**src/ft12_pkg.sv**
```systemverilog
// shared types and constants for the ft1.2 frame deframer
`default_nettype none
package ft12_pkg;

  localparam logic [7:0] START_VAR = 8'h68;
  localparam logic [7:0] START_FIX = 8'h10;
  localparam logic [7:0] STOP_BYTE = 8'h16;
  localparam logic [7:0] SC_ACK    = 8'hE5;
  localparam logic [7:0] SC_NACK   = 8'hA2;

  localparam logic KIND_DATA = 1'b0;
  localparam logic KIND_END  = 1'b1;

  localparam logic [1:0] ST_OK       = 2'd0;
  localparam logic [1:0] ST_LENGTH   = 2'd1;
  localparam logic [1:0] ST_FRAMING  = 2'd2;
  localparam logic [1:0] ST_CHECKSUM = 2'd3;

  localparam logic [1:0] FT_VARIABLE = 2'd0;
  localparam logic [1:0] FT_FIXED    = 2'd1;
  localparam logic [1:0] FT_SINGLE   = 2'd2;

  typedef struct packed {
    logic        kind;
    logic [7:0]  data_byte;
    logic [1:0]  status;
    logic [1:0]  frame_type;
    logic [3:0]  function_code;
    logic        primary;
    logic        count_valid;
    logic        count_bit;
    logic        flow_control;
    logic        access_demand;
    logic        direction;
    logic [15:0] link_address;
  } result_t;

endpackage
`default_nettype wire

```
**src/ft12_in_stage.sv**
```systemverilog
// input register for received line bytes
`default_nettype none
module ft12_in_stage (
  input  wire        clk,
  input  wire        rst,
  input  wire        in_valid,
  output logic       in_ready,
  input  wire  [7:0] rx_byte,
  input  wire        advance,
  output logic       held_valid,
  output logic [7:0] held_byte
);

  // take a new byte when empty or when the held one moves on
  assign in_ready = !held_valid || advance;

  always_ff @(posedge clk) begin
    if (rst) begin
      held_valid <= 1'b0;
    end else if (in_ready) begin
      held_valid <= in_valid;
    end
  end

  always_ff @(posedge clk) begin
    if (in_valid && in_ready) begin
      held_byte <= rx_byte;
    end
  end

endmodule
`default_nettype wire

```
**src/ft12_parser.sv**
```systemverilog
// frame state machine, checksum and field decode for one byte per cycle while step is high
`default_nettype none
module ft12_parser (
  input  wire                   clk,
  input  wire                   rst,
  input  wire  [1:0]            address_length,
  input  wire                   step,
  input  wire  [7:0]            rx_byte,
  output logic                  res_valid,
  output ft12_pkg::result_t     res
);

  localparam logic [3:0] PH_HUNT   = 4'd0;
  localparam logic [3:0] PH_LEN1   = 4'd1;
  localparam logic [3:0] PH_LEN2   = 4'd2;
  localparam logic [3:0] PH_START2 = 4'd3;
  localparam logic [3:0] PH_CTRL   = 4'd4;
  localparam logic [3:0] PH_ADDR   = 4'd5;
  localparam logic [3:0] PH_DATA   = 4'd6;
  localparam logic [3:0] PH_CHK    = 4'd7;
  localparam logic [3:0] PH_STOP   = 4'd8;

  logic [3:0]  phase, phase_next;
  logic        is_variable, is_variable_next;
  logic [7:0]  length_field, length_field_next;
  logic [7:0]  bytes_left, bytes_left_next;
  logic [7:0]  checksum_acc, checksum_acc_next;
  logic [7:0]  control_byte, control_byte_next;
  logic [15:0] address_acc, address_acc_next;
  logic [1:0]  address_count, address_count_next;

  logic [1:0]  alen;
  logic [7:0]  alen_w;
  logic [7:0]  sum;
  logic [1:0]  count_inc;
  logic        prm;
  logic        end_frame;
  logic [1:0]  end_status;
  logic        after_addr_data;
  ft12_pkg::result_t end_res;

  // a register value of three behaves as two
  assign alen   = (address_length == 2'd3) ? 2'd2 : address_length;
  assign alen_w = {6'd0, alen};
  assign sum    = checksum_acc + rx_byte;
  assign count_inc = address_count + 2'd1;
  assign after_addr_data = is_variable && (bytes_left != 8'd0);
  assign prm = control_byte[6];

  // frame end fields come from the registered control byte and address
  always_comb begin
    end_res               = '0;
    end_res.kind          = ft12_pkg::KIND_END;
    end_res.status        = end_status;
    end_res.frame_type    = is_variable ? ft12_pkg::FT_VARIABLE : ft12_pkg::FT_FIXED;
    end_res.function_code = control_byte[3:0];
    end_res.primary       = prm;
    end_res.count_valid   = prm & control_byte[4];
    end_res.count_bit     = prm & control_byte[5];
    end_res.flow_control  = !prm & control_byte[4];
    end_res.access_demand = !prm & control_byte[5];
    end_res.direction     = control_byte[7];
    end_res.link_address  = address_acc;
  end

  always_comb begin
    phase_next         = phase;
    is_variable_next   = is_variable;
    length_field_next  = length_field;
    bytes_left_next    = bytes_left;
    checksum_acc_next  = checksum_acc;
    control_byte_next  = control_byte;
    address_acc_next   = address_acc;
    address_count_next = address_count;
    end_frame          = 1'b0;
    end_status         = ft12_pkg::ST_OK;
    res_valid          = 1'b0;
    res                = '0;

    case (phase)
      PH_LEN1: begin
        length_field_next = rx_byte;
        phase_next        = PH_LEN2;
      end
      PH_LEN2: begin
        if (rx_byte != length_field) begin
          end_frame  = 1'b1;
          end_status = ft12_pkg::ST_LENGTH;
        end else begin
          phase_next = PH_START2;
        end
      end
      PH_START2: begin
        if (rx_byte != ft12_pkg::START_VAR) begin
          end_frame  = 1'b1;
          end_status = ft12_pkg::ST_FRAMING;
        end else if (length_field < alen_w + 8'd1) begin
          end_frame  = 1'b1;
          end_status = ft12_pkg::ST_LENGTH;
        end else begin
          bytes_left_next = length_field - 8'd1 - alen_w;
          phase_next      = PH_CTRL;
        end
      end
      PH_CTRL: begin
        control_byte_next = rx_byte;
        checksum_acc_next = sum;
        if (alen == 2'd0) begin
          phase_next = after_addr_data ? PH_DATA : PH_CHK;
        end else begin
          phase_next = PH_ADDR;
        end
      end
      PH_ADDR: begin
        checksum_acc_next = sum;
        if (address_count == 2'd0) begin
          address_acc_next = address_acc | {8'd0, rx_byte};
        end else begin
          address_acc_next = address_acc | {rx_byte, 8'd0};
        end
        address_count_next = count_inc;
        if (count_inc >= alen || count_inc >= 2'd2) begin
          phase_next = after_addr_data ? PH_DATA : PH_CHK;
        end
      end
      PH_DATA: begin
        checksum_acc_next = sum;
        bytes_left_next   = bytes_left - 8'd1;
        if (bytes_left == 8'd1) begin
          phase_next = PH_CHK;
        end
        res_valid     = 1'b1;
        res.kind      = ft12_pkg::KIND_DATA;
        res.data_byte = rx_byte;
      end
      PH_CHK: begin
        if (rx_byte != checksum_acc) begin
          end_frame  = 1'b1;
          end_status = ft12_pkg::ST_CHECKSUM;
        end else begin
          phase_next = PH_STOP;
        end
      end
      PH_STOP: begin
        end_frame  = 1'b1;
        end_status = (rx_byte == ft12_pkg::STOP_BYTE) ? ft12_pkg::ST_OK
                                                       : ft12_pkg::ST_FRAMING;
      end
      default: begin
        // hunting, also for unused phase codes
        phase_next = PH_HUNT;
        if (rx_byte == ft12_pkg::START_VAR || rx_byte == ft12_pkg::START_FIX ||
            rx_byte == ft12_pkg::SC_ACK || rx_byte == ft12_pkg::SC_NACK) begin
          length_field_next  = 8'd0;
          bytes_left_next    = 8'd0;
          checksum_acc_next  = 8'd0;
          control_byte_next  = 8'd0;
          address_acc_next   = 16'd0;
          address_count_next = 2'd0;
          is_variable_next   = 1'b0;
          if (rx_byte == ft12_pkg::START_VAR) begin
            is_variable_next = 1'b1;
            phase_next       = PH_LEN1;
          end else if (rx_byte == ft12_pkg::START_FIX) begin
            phase_next = PH_CTRL;
          end else begin
            res_valid      = 1'b1;
            res.kind       = ft12_pkg::KIND_END;
            res.data_byte  = rx_byte;
            res.status     = ft12_pkg::ST_OK;
            res.frame_type = ft12_pkg::FT_SINGLE;
          end
        end
      end
    endcase

    if (end_frame) begin
      res_valid  = 1'b1;
      res        = end_res;
      phase_next = PH_HUNT;
    end
  end

  always_ff @(posedge clk) begin
    if (rst) begin
      phase         <= PH_HUNT;
      is_variable   <= 1'b0;
      length_field  <= 8'd0;
      bytes_left    <= 8'd0;
      checksum_acc  <= 8'd0;
      control_byte  <= 8'd0;
      address_acc   <= 16'd0;
      address_count <= 2'd0;
    end else if (step) begin
      phase         <= phase_next;
      is_variable   <= is_variable_next;
      length_field  <= length_field_next;
      bytes_left    <= bytes_left_next;
      checksum_acc  <= checksum_acc_next;
      control_byte  <= control_byte_next;
      address_acc   <= address_acc_next;
      address_count <= address_count_next;
    end
  end

endmodule
`default_nettype wire

```
**src/ft12_out_stage.sv**
```systemverilog
// result register towards the consumer
`default_nettype none
module ft12_out_stage (
  input  wire                     clk,
  input  wire                     rst,
  input  wire                     load,
  input  wire ft12_pkg::result_t  res_in,
  input  wire                     out_ready,
  output logic                    out_valid,
  output ft12_pkg::result_t       res_out
);

  logic out_valid_next;

  assign out_valid_next = load || (out_valid && !out_ready);

  always_ff @(posedge clk) begin
    if (rst) begin
      out_valid <= 1'b0;
    end else begin
      out_valid <= out_valid_next;
    end
  end

  always_ff @(posedge clk) begin
    if (load) begin
      res_out <= res_in;
    end
  end

endmodule
`default_nettype wire

```
**src/ft12_frame_deframer.sv**
```systemverilog
// top level of the ft1.2 frame deframer
// ft1.2 link layer receiver. Line bytes come in on rx_byte one request at a
// time; bytes outside a frame are dropped until a start byte is seen (0x68
// variable frame, 0x10 fixed frame, 0xe5/0xa2 single character frame). Each
// payload byte of a variable frame is passed on as a kind 0 result as it
// arrives, and each frame ends with one kind 1 result carrying the status,
// frame type, decoded control field and link address. A frame is dropped at
// its first error and hunting resumes with the next byte. Throughput is one
// byte per clock while the consumer keeps up: the byte sits in an input
// register, the frame state machine and byte-sum checksum are updated when
// the byte leaves that register, and any result is loaded into the result
// register at that same update, from which it drives the outputs. While a
// result waits in the result register the held byte is not processed, so the
// input side takes at most one more byte and then stalls until the result is
// taken.
// address_length is written through the cfg port and should only change
// while no frame is in progress; its reset value is 1.
`default_nettype none
module ft12_frame_deframer (
  input  wire         clk,
  input  wire         rst,
  // configuration write
  input  wire         cfg_valid,
  output logic        cfg_ready,
  input  wire  [1:0]  cfg_data,
  // line byte input
  input  wire         in_valid,
  output logic        in_ready,
  input  wire  [7:0]  rx_byte,
  // result output
  output logic        out_valid,
  input  wire         out_ready,
  output logic        kind,
  output logic [7:0]  data_byte,
  output logic [1:0]  status,
  output logic [1:0]  frame_type,
  output logic [3:0]  function_code,
  output logic        primary,
  output logic        count_valid,
  output logic        count_bit,
  output logic        flow_control,
  output logic        access_demand,
  output logic        direction,
  output logic [15:0] link_address
);

  logic              held_valid;
  logic [7:0]        held_byte;
  logic              advance;
  logic              res_valid;
  logic [1:0]        address_length;
  ft12_pkg::result_t res;
  ft12_pkg::result_t res_q;

  // config register, always writable
  assign cfg_ready = 1'b1;

  always_ff @(posedge clk) begin
    if (rst) begin
      address_length <= 2'd1;
    end else if (cfg_valid) begin
      address_length <= cfg_data;
    end
  end

  // the held byte is processed once the result register has room
  assign advance = held_valid && (!out_valid || out_ready);

  ft12_in_stage u_in (
    .clk        (clk),
    .rst        (rst),
    .in_valid   (in_valid),
    .in_ready   (in_ready),
    .rx_byte    (rx_byte),
    .advance    (advance),
    .held_valid (held_valid),
    .held_byte  (held_byte)
  );

  ft12_parser u_parser (
    .clk            (clk),
    .rst            (rst),
    .address_length (address_length),
    .step           (advance),
    .rx_byte        (held_byte),
    .res_valid      (res_valid),
    .res            (res)
  );

  ft12_out_stage u_out (
    .clk       (clk),
    .rst       (rst),
    .load      (advance && res_valid),
    .res_in    (res),
    .out_ready (out_ready),
    .out_valid (out_valid),
    .res_out   (res_q)
  );

  // unpack the result register onto the ports
  assign kind          = res_q.kind;
  assign data_byte     = res_q.data_byte;
  assign status        = res_q.status;
  assign frame_type    = res_q.frame_type;
  assign function_code = res_q.function_code;
  assign primary       = res_q.primary;
  assign count_valid   = res_q.count_valid;
  assign count_bit     = res_q.count_bit;
  assign flow_control  = res_q.flow_control;
  assign access_demand = res_q.access_demand;
  assign direction     = res_q.direction;
  assign link_address  = res_q.link_address;

`ifndef SYNTH
  // an empty result register never blocks the input side
  a_ready_when_empty: assert property (@(posedge clk) disable iff (rst)
    !out_valid |-> in_ready)
    else $error("input stalled with empty result register");

  // payload results carry nothing but the byte
  a_payload_clean: assert property (@(posedge clk) disable iff (rst)
    out_valid && kind == ft12_pkg::KIND_DATA |->
      status == ft12_pkg::ST_OK && frame_type == ft12_pkg::FT_VARIABLE &&
      link_address == 16'd0 && function_code == 4'd0)
    else $error("payload result with frame fields set");

  // single character frames are always good ack or nack codes
  a_single_char: assert property (@(posedge clk) disable iff (rst)
    out_valid && frame_type == ft12_pkg::FT_SINGLE |->
      kind == ft12_pkg::KIND_END && status == ft12_pkg::ST_OK &&
      (data_byte == ft12_pkg::SC_ACK || data_byte == ft12_pkg::SC_NACK))
    else $error("malformed single character result");

  // primary and secondary control bits are never both reported
  a_prm_split: assert property (@(posedge clk) disable iff (rst)
    out_valid && kind == ft12_pkg::KIND_END |->
      !((count_valid || count_bit) && (flow_control || access_demand)) &&
      (primary || !(count_valid || count_bit)))
    else $error("control field decode mixes station roles");
`endif

endmodule
`default_nettype wire
```
**config.mk**
```make
export PLATFORM = sky130hd
export DESIGN_NAME = ft12_frame_deframer
export DESIGN_NICKNAME = d
export VERILOG_FILES = /design/src/ft12_pkg.sv /design/src/ft12_in_stage.sv /design/src/ft12_parser.sv /design/src/ft12_out_stage.sv /design/src/ft12_frame_deframer.sv
export SDC_FILE = /design/constraint.sdc
export NUM_CORES = 1
export LEC_CHECK = 0
export ABC_AREA = 1
export BUFFER_PORTS_ARGS = -buffer_cell sky130_fd_sc_hd__buf_2
export CAP_MARGIN = 20
export CORE_AREA = 5 5 103 105
export DETAILED_ROUTE_END_ITERATION = 6
export DIE_AREA = 0 0 108 110
export GPL_ROUTABILITY_DRIVEN = 0
export PLACE_DENSITY = 0.77
export SKIP_LAST_GASP = 1
export SYNTH_ARGS = -nofsm -noshare
export SYNTH_HDL_FRONTEND = slang
export SYNTH_HIERARCHICAL = 1
export SYNTH_SLANG_ARGS = --single-unit
```
**constraint.sdc**
```tcl
create_clock -name clk -period 6.86 [get_ports clk]
set_input_delay 1.372 -clock clk [delete_from_list [all_inputs] [get_ports clk]]
set_output_delay 1.372 -clock clk [all_outputs]
set_load 0.005 [all_outputs]
```
-- Word-level counts from Yosys, hierarchy flattened
Cells that the tools add are included.
- register bits: 106
- output and inout port bits: 42
- $add $sub $neg: 6
- magnitude comparators: 3
- equality and inequality tests: 27
- mux-type cells: 50
- bitwise operators: 12
- reduce and logical (&&, ||, !) cells: 39
- operators by type and width (kind ; number):
    $pmux W8 S2 ; 3
    $mux W4 ; 10
    $mux W13 ; 3
    $mux W16 ; 2
    $pmux W16 S2 ; 1
    $pmux W4 S8 ; 1
    $mux W30 ; 1
    $reduce_or A7 Y1 ; 4
    $mux W8 ; 3
    $pmux W8 S3 ; 1
    $pmux W9 S2 ; 1
    $eq A4 B3 Y1 const B ; 4
    $eq A8 B5 Y1 const B ; 2
    $eq A8 B8 Y1 const B ; 2
    $ne A8 B8 Y1 ; 2
    $or A16 B16 Y16 ; 1
    $or A16 B8 Y16 ; 1
    $sub A8 B1 Y8 const B ; 2
    $reduce_and A3 Y1 ; 5
    $mux W1 ; 13
    $ne A3 B2 Y1 const B ; 4
    $mux W2 ; 5
    $add A8 B8 Y8 ; 1
    $eq A4 B2 Y1 const B ; 2
    other kinds (35) ; 63

-- Depth between registers and ports, before layout
Gate-level depths: netlist of run 1.
- depth in word-level cells: 10
- mapped depth: 17
- mapped depth without buffers: 14

-- By module
Netlist of run 1, hierarchy kept.
- modules (own cells, without submodules) (module ; times used ; cells each ; area an instance (sq um) ; sequential area each (sq um)):
    ft12_parser ; 1 ; 619 ; 4016.4 ; 1101.1
    ft12_out_stage ; 1 ; 44 ; 1211.2 ; 1191.1
    ft12_in_stage ; 1 ; 14 ; 287.8 ; 260.2
    ft12_frame_deframer ; 1 ; 20 ; 112.6 ; 40.0

-- Least setup slack after synthesis of run 1
Ideal clock, no wire load.
- kind: reg-to-reg
- from: reg u_in.held_byte[4]
- to: reg u_out/res_out[0] (netlist name) (enable)
- arrival time: 3.290 ns
- data required time: 6.423 ns
- setup slack: 3.133 ns
- cell stages (with the launch flop): 14
- buffers on the path: 2
- path through: edfxtp_1 -> ha_1 -> inv_1 -> nand3_1 -> nor2_1 -> a21oi_2 -> inv_1 -> nand2_1 -> nor2_1 -> buf_6 -> buf_6 -> nand2_1 -> inv_1 -> nor2_1
- cells in the longest elaborated chain, start to end: 8
- elaborated cells between the ends (all ways): 20
- RTL lines (what ; line ; source):
    start: declaration ; ft12_in_stage.sv:11 ; output logic [7:0] held_byte
    start signal: assignment ; ft12_in_stage.sv:27 ; held_byte <= rx_byte;
    $eq A8 B7 Y1 or $eq A8 B5 Y1 (tied branches) ; ft12_parser.sv:152, ft12_parser.sv:161, ft12_parser.sv:164 ;
    $logic_or A1 B1 Y1 (2 in a row) ; ft12_parser.sv:152 ; if (rx_byte == ft12_pkg::START_VAR || rx_byte == ft12_pkg::START_FIX ||
    $logic_or A1 B1 Y1 ; ft12_parser.sv:153 ; rx_byte == ft12_pkg::SC_ACK || rx_byte == ft12_pkg::SC_NACK) begin
    $mux W1 ; ft12_parser.sv:152 ;
    $pmux W1 S2 ; ft12_parser.sv:80 ; case (phase)
    $mux W1 (*) ; ft12_parser.sv:177 ; if (end_frame) begin
    via res_valid ; ft12_frame_deframer.sv:50 ; logic res_valid;
    $logic_and A1 B1 Y1 (*) ; ft12_frame_deframer.sv:93 ; .load (advance && res_valid),
    end signal: assignment ; ft12_out_stage.sv:27 ; res_out <= res_in;
    end: declaration ; ft12_out_stage.sv:10 ; output ft12_pkg::result_t res_out
The timed path passes the listed nets; every way through them passes the cells marked *.
A chain may end at the register's enable or synchronous reset.

-- Final worst setup path of run 1
- from: in out_ready
- to: out in_ready
- cells in the longest elaborated chain, start to end: 3
- RTL lines (what ; line ; source):
    start: declaration ; ft12_frame_deframer.sv:32 ; input wire out_ready,
    $logic_or A1 B1 Y1 ; ft12_frame_deframer.sv:67 ; assign advance = held_valid && (!out_valid || out_ready);
    $logic_and A1 B1 Y1 ; ft12_frame_deframer.sv:67 ;
    via advance ; ft12_frame_deframer.sv:49 ; logic advance;
    $logic_or A1 B1 Y1 ; ft12_in_stage.sv:15 ; assign in_ready = !held_valid || advance;
    end: declaration ; ft12_frame_deframer.sv:28 ; output logic in_ready,
The timed path passes the listed nets, and every way through them passes these cells.

==> metrics.txt, run 1 <==
share of cells above drive strength 1=a little under a fifth; Post-Layout Inst Area=6170 µm²; switching power total=0.000357 W; pin count of the biggest net entering global routing=41; Worst setup EP type=output pin; crit-path cells=buf_2 > inv_1 > nand2_1 > nand2_1 > inv_1 > inv_2 > nand2_2 > buf_2; sw frac=28.9%; Synth top cells by count=nand2_1, nor2_1, inv_1; die area=11900 µm²; core area=9550 µm²; initial core utilization=58.9%; wire length on met2=slightly above 6 mm; slew margin rel.=48.9%; combinational power share=about 14%; post-cts gate resize count=0; Overall Global Routing Usage=22.1%; DR iter-0 viols=463; Seq pwr share=between 50 and 60%; Net Count, Synth=730; R2R Path End=u_out/res_out[21]; TNS Setup=0 ns; most frequent cell after synthesis=nand2_1; vias in the first global route=around 4400; final WL=12.9 mm; Clock power frac=30.2%; number of fill cells=846; CP startpoint=out_ready; Peak Freq=288 MHz; worst clock skew=roughly 0.012 ns; synth top area cells=edfxtp_1, dfxtp_1, nand2_1, nor2_1, inv_1; sequential area share after synthesis=46.1%; dpl cell area=between 5000 and 6000 µm²; via count=4762; arrival time at the worst endpoint=2.11 ns; number of synthesized flops with an enable pin=47; Slew Limit Fails=0; Seq cells post-synth=between 100 and 150; Final Hold Fails=0; synthesized area=5630 µm²; Ports=57; Routed Antenna Nets=0; WP data required=around 5.5 ns; status=completed; via/cell ratio=between 5 and 6; antenna violations before repair=0; H-tree depth=3; post-synth top area share=25.1%; router iterations before antenna repair=6; Slowest-stage cell, CP=inv_1; cells after synthesis=between 600 and 700; Hold WS=0.466 ns; CTS Buffer Depth=2; CTS tree=yes; Tcrit/Tclk final=around half; CTS buffer count=9; Routed wire per std cell=14.6 µm; crit-path leading delay family=buffers and inverters; Power Density=200 nW/µm²; Die X-Extent=108 µm; CTS root buffer=clkbuf_8; P_int=0.000880 W; # diodes=0; Die Span Y=110 µm; area leader, netlist=edfxtp_1; crit path kind=in2out; post-synthesis cell type count=40; worst slew pin tran=about 0.77 ns; Worst path max stage delay=0.24 ns; VDD IR-drop max=154 µV; met1 wire length=5.45 mm; Crit. path cell count=8; Final #Nets=777; minimum clock period=3.48 ns; Post-CTS Setup Bufs=0; final core occ=64.6%; RSZ-0062 raised after global routing=false; yosys warns=6; Syn-to-layout area delta=9.65%; DP Wirelength=9.22 mm; r2r startpoint=u_in/held_byte[0]; worst skew pair latency=0.38 ns; worst reg-to-reg path cell count=13; first-pass GRT wire length=20.7 mm; Startpoint Class=primary input; # Max-Cap Violations=0; # rows=36; share of async-settable or async-resettable flops after synthesis=0%; Hold/Removal Path Class=reg2reg; # clock sinks=106; r2r setup slk=~4.0 ns; PortBufs=55; total gr overflow=0; Most used DFF post-synth=dfxtp_1; syn_area_per_cell=between 8 and 9 µm²; CP max FO=7; # hold bufs at CTS=0; DRC Markers=0; # setup viols final=0; Worst Path Buf+Inv=5; Critical Path End=in_ready; met3 wire length=990 µm; clk slew on worst S/H paths=about 0.10 ns; P_leak=~2.6 nW; highest metal used=met4
## state kept, by name, summed over array words and instances (netlist names)
name / flops
u_parser/control_byte: 8
u_parser/bytes_left: 8
u_parser/is_variable: 1
u_parser/length_field: 8
u_parser/address_count: 2
u_in/held_valid: 1
u_out/res_out: 39
u_parser/checksum_acc: 8
u_parser/phase: 4
u_parser/address_acc: 16
u_in/held_byte: 8
u_out/out_valid: 1
address_length: 2
## power by group through the flow
stage	logic [W]	registers [W]	clock network (W)
2_1_floorplan	0.000131	0.000699	0
3_3_place_gp	0.000153	0.000707	0
5_1_grt	0.000187	0.000696	0.000407
3_5_place_dp	0.000158	0.000709	0
4_1_cts	0.000159	0.000694	0.000382
6_report	0.000169	0.000694	0.000374
## worst min path at each step
stage | startpoint | to | slack (ns) | cells after the start
after floorplan | u_parser/address_acc[10] | u_parser/address_acc[10] | 0.43 | 2
after global placement | u_parser/address_acc[11] | u_parser/address_acc[11] | 0.45 | 2
after detailed placement | u_parser/control_byte[7] | u_parser/control_byte[7] | 0.46 | 2
after CTS | u_parser/control_byte[7] | u_parser/control_byte[7] | 0.47 | 2
after global routing | u_parser/control_byte[3] | u_parser/control_byte[3] | 0.49 | 2
final | u_parser/control_byte[7] | u_parser/control_byte[7] | 0.47 | 2
## worst register-to-register path, stage by stage, from the launching register on
cell and delay [ns]:
edfxtp_1 0.67, inv_1 0.17, nand2_1 0.10, nor2_1 0.05, nand2_2 0.11, inv_2 0.07, nor2_4 0.19, nand3_1 0.16
nor2_1 0.20, nor2_1 0.08, nand2_1 0.11, inv_1 0.07, nor2_4 0.25, buf_12 0.25
## area by class of cell
cell class / instances / area, µm² / area share, %
flip-flops and latches: 106 / 2590 / 42.0
inverters: 105 / 407 / 6.59
clock inverters: 6 / 53.8 / 0.872
clock buffers: 10 / 138 / 2.23
multi-input cells: 465 / 2490 / 40.4
well taps: 133 / 166 / 2.70
repair buffers: 57 / 323 / 5.23
## kinds of logic after synthesis
kind of cell / share of synthesized area [%]
buf+inv: 9.85
compound gates: 10.7
flops: 46.1
simple gates: 27.8
xor+xnor: 1.25
other cells: 0.0666
fa+ha+maj: 4.27
## routing by layer
metal,vias up,global-route usage [%]
met5,-,0
met4,0,9.11
met2,210,37.2
li1,2354,-
met3,33,3.61
met1,2165,28.6
## through the flow
step | total power (W) | setup WS, ns | std cells
floorplan | 0.000830 | 3.13 | 697
global placement | 0.000861 | 3.40 | 864
detailed placement | 0.000866 | 3.38 | 864
CTS | 0.00123 | 3.38 | 880
global route | 0.00129 | 3.28 | 882
finish | 0.00124 | 3.38 | 882
## placed cells by master (no fill, tap or decap), types with 3 or more instances in the layout
cell type,Yosys,layout
nor2_4,5,6
nor3_1,7,7
nor2_2,6,7
o21ai_1,5,5
nand2_1,132,132
a21oi_1,43,43
nand2_4,3,3
edfxtp_1,47,47
nand4_1,24,24
ha_1,16,16
nor2_1,97,95
dfxtp_1,59,59
nand2_2,8,8
o21ai_0,25,25
xor2_1,3,3
inv_2,10,10
xnor2_1,5,5
a21oi_2,18,18
buf_2,7,55
nand3_2,6,6
clkbuf_8,0,10
inv_1,94,94
nand3_1,44,44
Power figures use the tool's default switching activity.
==> inputs of run 2 (changes only) <==
--- a/config.mk
+++ b/config.mk
@@ -5,14 +5,14 @@
 export SDC_FILE = /design/constraint.sdc
 export NUM_CORES = 1
 export LEC_CHECK = 0
-export ABC_AREA = 1
+export ABC_AREA = 0
 export BUFFER_PORTS_ARGS = -buffer_cell sky130_fd_sc_hd__buf_2
 export CAP_MARGIN = 20
-export CORE_AREA = 5 5 103 105
+export CORE_AREA = 5 5 101 103
 export DETAILED_ROUTE_END_ITERATION = 6
-export DIE_AREA = 0 0 108 110
+export DIE_AREA = 0 0 106 108
 export GPL_ROUTABILITY_DRIVEN = 0
-export PLACE_DENSITY = 0.77
+export PLACE_DENSITY = 0.76
 export SKIP_LAST_GASP = 1
 export SYNTH_ARGS = -nofsm -noshare
 export SYNTH_HDL_FRONTEND = slang
==> constraint.sdc (replaced) <==
create_clock -name clk -period 3.62 [get_ports clk]
set_input_delay 0.724 -clock clk [delete_from_list [all_inputs] [get_ports clk]]
set_output_delay 0.724 -clock clk [all_outputs]
set_load 0.005 [all_outputs]
==> run 2 against run 1 <==
Net effect: die area is 3.6% lower; highest routed layer unchanged; worst setup slack worse by 3.0 ns; clock power increased by 80%; sequential power rose by 82%; largest power group unchanged; register-to-register slack got worse by 3.6 ns; cell area is 4.9% lower; critical endpoint is now u_out/res_out[19].
==> metrics.txt, run 2 <==
status=completed; Placed Cells=656 (-24%); initial core utilization=58.2% (-0.71 points); Most Crowded Layer GR=met2; DR iter-0 viols=400 (-14%); final WL=12.1 mm (-5.5%); TNS Setup=0 ns (unchanged); worst slew pin tran=0.995 ns (+0.229 ns); worst skew pair latency=0.37 ns (about the same); antenna violations before repair=0 (unchanged); Most used DFF post-synth=dfxtp_1; CTS buffer count=9 (unchanged); sequential area share after synthesis=48.9% (+2.8 points); via/cell ratio=6.20 (+15%); Net Count, Synth=543 (-26%); area leader, netlist=edfxtp_1; Die Span Y=108 µm (-1.8%); Worst setup EP type=flop; RSZ-0062 raised after global routing=false; first-pass GRT wire length=20.0 mm (-3.2%); Seq cells post-synth=106 (unchanged); GR Util met1=29.5% (+0.86 points); Die X-Extent=106 µm (-1.9%); Final Hold Fails=0 (unchanged); Power Density=349 nW/µm² (+74%); met2 Resource Use GR=35.9% (-1.3 points); synth top area cells=edfxtp_1, dfxtp_1, a22o_1, ha_1, a21boi_0; via count=4174 (-12%); # hold bufs at CTS=0 (unchanged); H-tree depth=3 (unchanged); DRC Markers=0 (unchanged); number of fill cells=737 (-13%); Post-CTS Setup Bufs=0 (unchanged); most frequent cell after synthesis=dfxtp_1; CTS tree=yes; share of async-settable or async-resettable flops after synthesis=0% (unchanged); CTS Buffer Depth=2 (unchanged); P_leak=2.09 nW (-20%); Final #Nets=590 (-24%); syn_area_per_cell=10.4 µm² (+29%); Slew Limit Fails=0 (unchanged); arrival time at the worst endpoint=3.32 ns (+1.21 ns); CP max FO=40 (+33); Peak Freq=approximately 310 MHz; share of cells above drive strength 1=18.7% (+0.53 points); Routed wire per std cell=18.0 µm (+24%); clk slew on worst S/H paths=0.11 ns (about the same); # Max-Cap Violations=0 (unchanged); DP Wirelength=8.80 mm (-4.6%); Synth top cells by count=dfxtp_1, edfxtp_1, nor2_1; router iterations before antenna repair=5 (-1); most flop-heavy register=u_out/res_out; Hold/Removal Path Class=reg2reg; # setup viols final=0 (unchanged); # clock sinks=106 (unchanged); Global Route met3 Usage=3.94% (+0.33 points); most frequent cells in the layout=dfxtp_1, buf_2, edfxtp_1; Multi-input gate area=2440 µm² (-2.1%); max FFs per register=39 (unchanged); Reg area=2590 µm² (unchanged); top flop regs=u_out/res_out: 39 flops, u_parser/address_acc: 16 flops; core area=9110 µm² (-4.6%); die area=11400 µm² (-3.6%); slew margin rel.=33.2% (-16 points); Setup WS post-layout=0.408 ns (-2.97 ns); Syn-to-layout area delta=10.7%; largest family of logic cells by synthesized area=compound AO/OA/AOI/OAI gates; total gr overflow=0 (unchanged); Routed Antenna Nets=0 (unchanged); VDD IR-drop max=247 µV (+61%); total power=0.00205 W (+66%); pin count of the biggest net entering global routing=48 (+17%); mux cell area share after synthesis=0.377% (+0.38 points); Ports=57 (unchanged); Adder-Cell Fraction of Synth Area=4.53% (+0.26 points); post-cts gate resize count=0 (unchanged); minimum clock period=3.21 ns; Tcrit/Tclk final=88.7%; # rows=35 (-2.8%); final non-filler cell total=673 (-24%); WP data required=3.73 ns (-1.76 ns); post-synth top area share=26.6% (+1.5 points); Startpoint Class=flop; simple-gate share of the synthesized area=16.6% (-11 points); vias in the first global route=3880 (-13%); commonest non-fill, non-tap cell in the layout=dfxtp_1; Overall Global Routing Usage=21.8% (-0.38 points); number of synthesized flops with an enable pin=47 (unchanged); CTS root buffer=clkbuf_8; post-placement setup slack=0.448 ns (-2.93 ns); cells after synthesis=510 (-27%); Synth Area in XOR/XNOR=2.48% (+1.2 points); yosys warns=6 (unchanged); worst clock skew=0.0165 ns (+0.00480 ns); post-synthesis cell type count=73 (+83%); synthesized area=5300 µm² (-5.8%); crit path kind=reg2reg; PortBufs=55 (unchanged); # diodes=0 (unchanged); compound-gate portion of the synthesized area=21.8% (+11 points)
run 2: critical path, cell delays in order (launching register included):
cell and delay, ns:
edfxtp_1 0.43, ha_1 0.38, nor4_1 0.37, a31oi_1 0.25, or4b_2 0.74, or4_1 0.40, and3_1 0.18, buf_12 0.18
run 2: kinds of logic after synthesis:
family	after synthesis
AOI/OAI and AO/OA	158
xor gates and xnor gates	15
adders and majority gates	18
buffers and inverters	63
DFF	106
muxes	2
other	1
and+or+nand+nor	147
run 2: worst paths after layout:
| check | from | end | slack (ns) | cells after the start |
|---|---|---|---|---|
| min | u_parser/control_byte[0] | u_parser/control_byte[0] | 0.47 | 2 |
| max reg2reg | u_in/held_byte[4] | u_out/res_out[19] | 0.41 | 7 |
| min reg2reg | u_parser/control_byte[0] | u_parser/control_byte[0] | 0.47 | 2 |
| max | u_in/held_byte[4] | u_out/res_out[19] | 0.41 | 7 |
run 2: through the flow:
step	util [%]	cell area (µm²)	hold WS (ns)
finish	64.4	5870	0.468
global route	64.4	5870	0.493
CTS	64.4	5860	0.473
detailed placement	62.4	5680	0.458
global placement	62.4	5680	0.447
floorplan	-	5300	0.438
run 2: routing by layer:
layer	routed length [µm]	vias to the layer above
met2	5720	165
met5	0	-
met4	190	0
met3	808	20
li1	-	2002
met1	5430	1987
run 2: final cells by class:
| cell class | count | area share (%) |
|---|---|---|
| repair buffers | 73 | 7.21 |
| flip-flops and latches | 106 | 44.2 |
| clock inverters | 6 | 0.874 |
| well taps | 111 | 2.37 |
| multi-input cells | 341 | 41.5 |
| clock buffers | 10 | 2.17 |
| inverters | 26 | 1.66 |
run 2: power by group:
group          total (W)  switching, W  internal, W
combinational   0.000114     0.0000740    0.0000402
clock           0.000674      0.000414     0.000261
sequential       0.00126     0.0000106      0.00125
total            0.00205      0.000498      0.00155
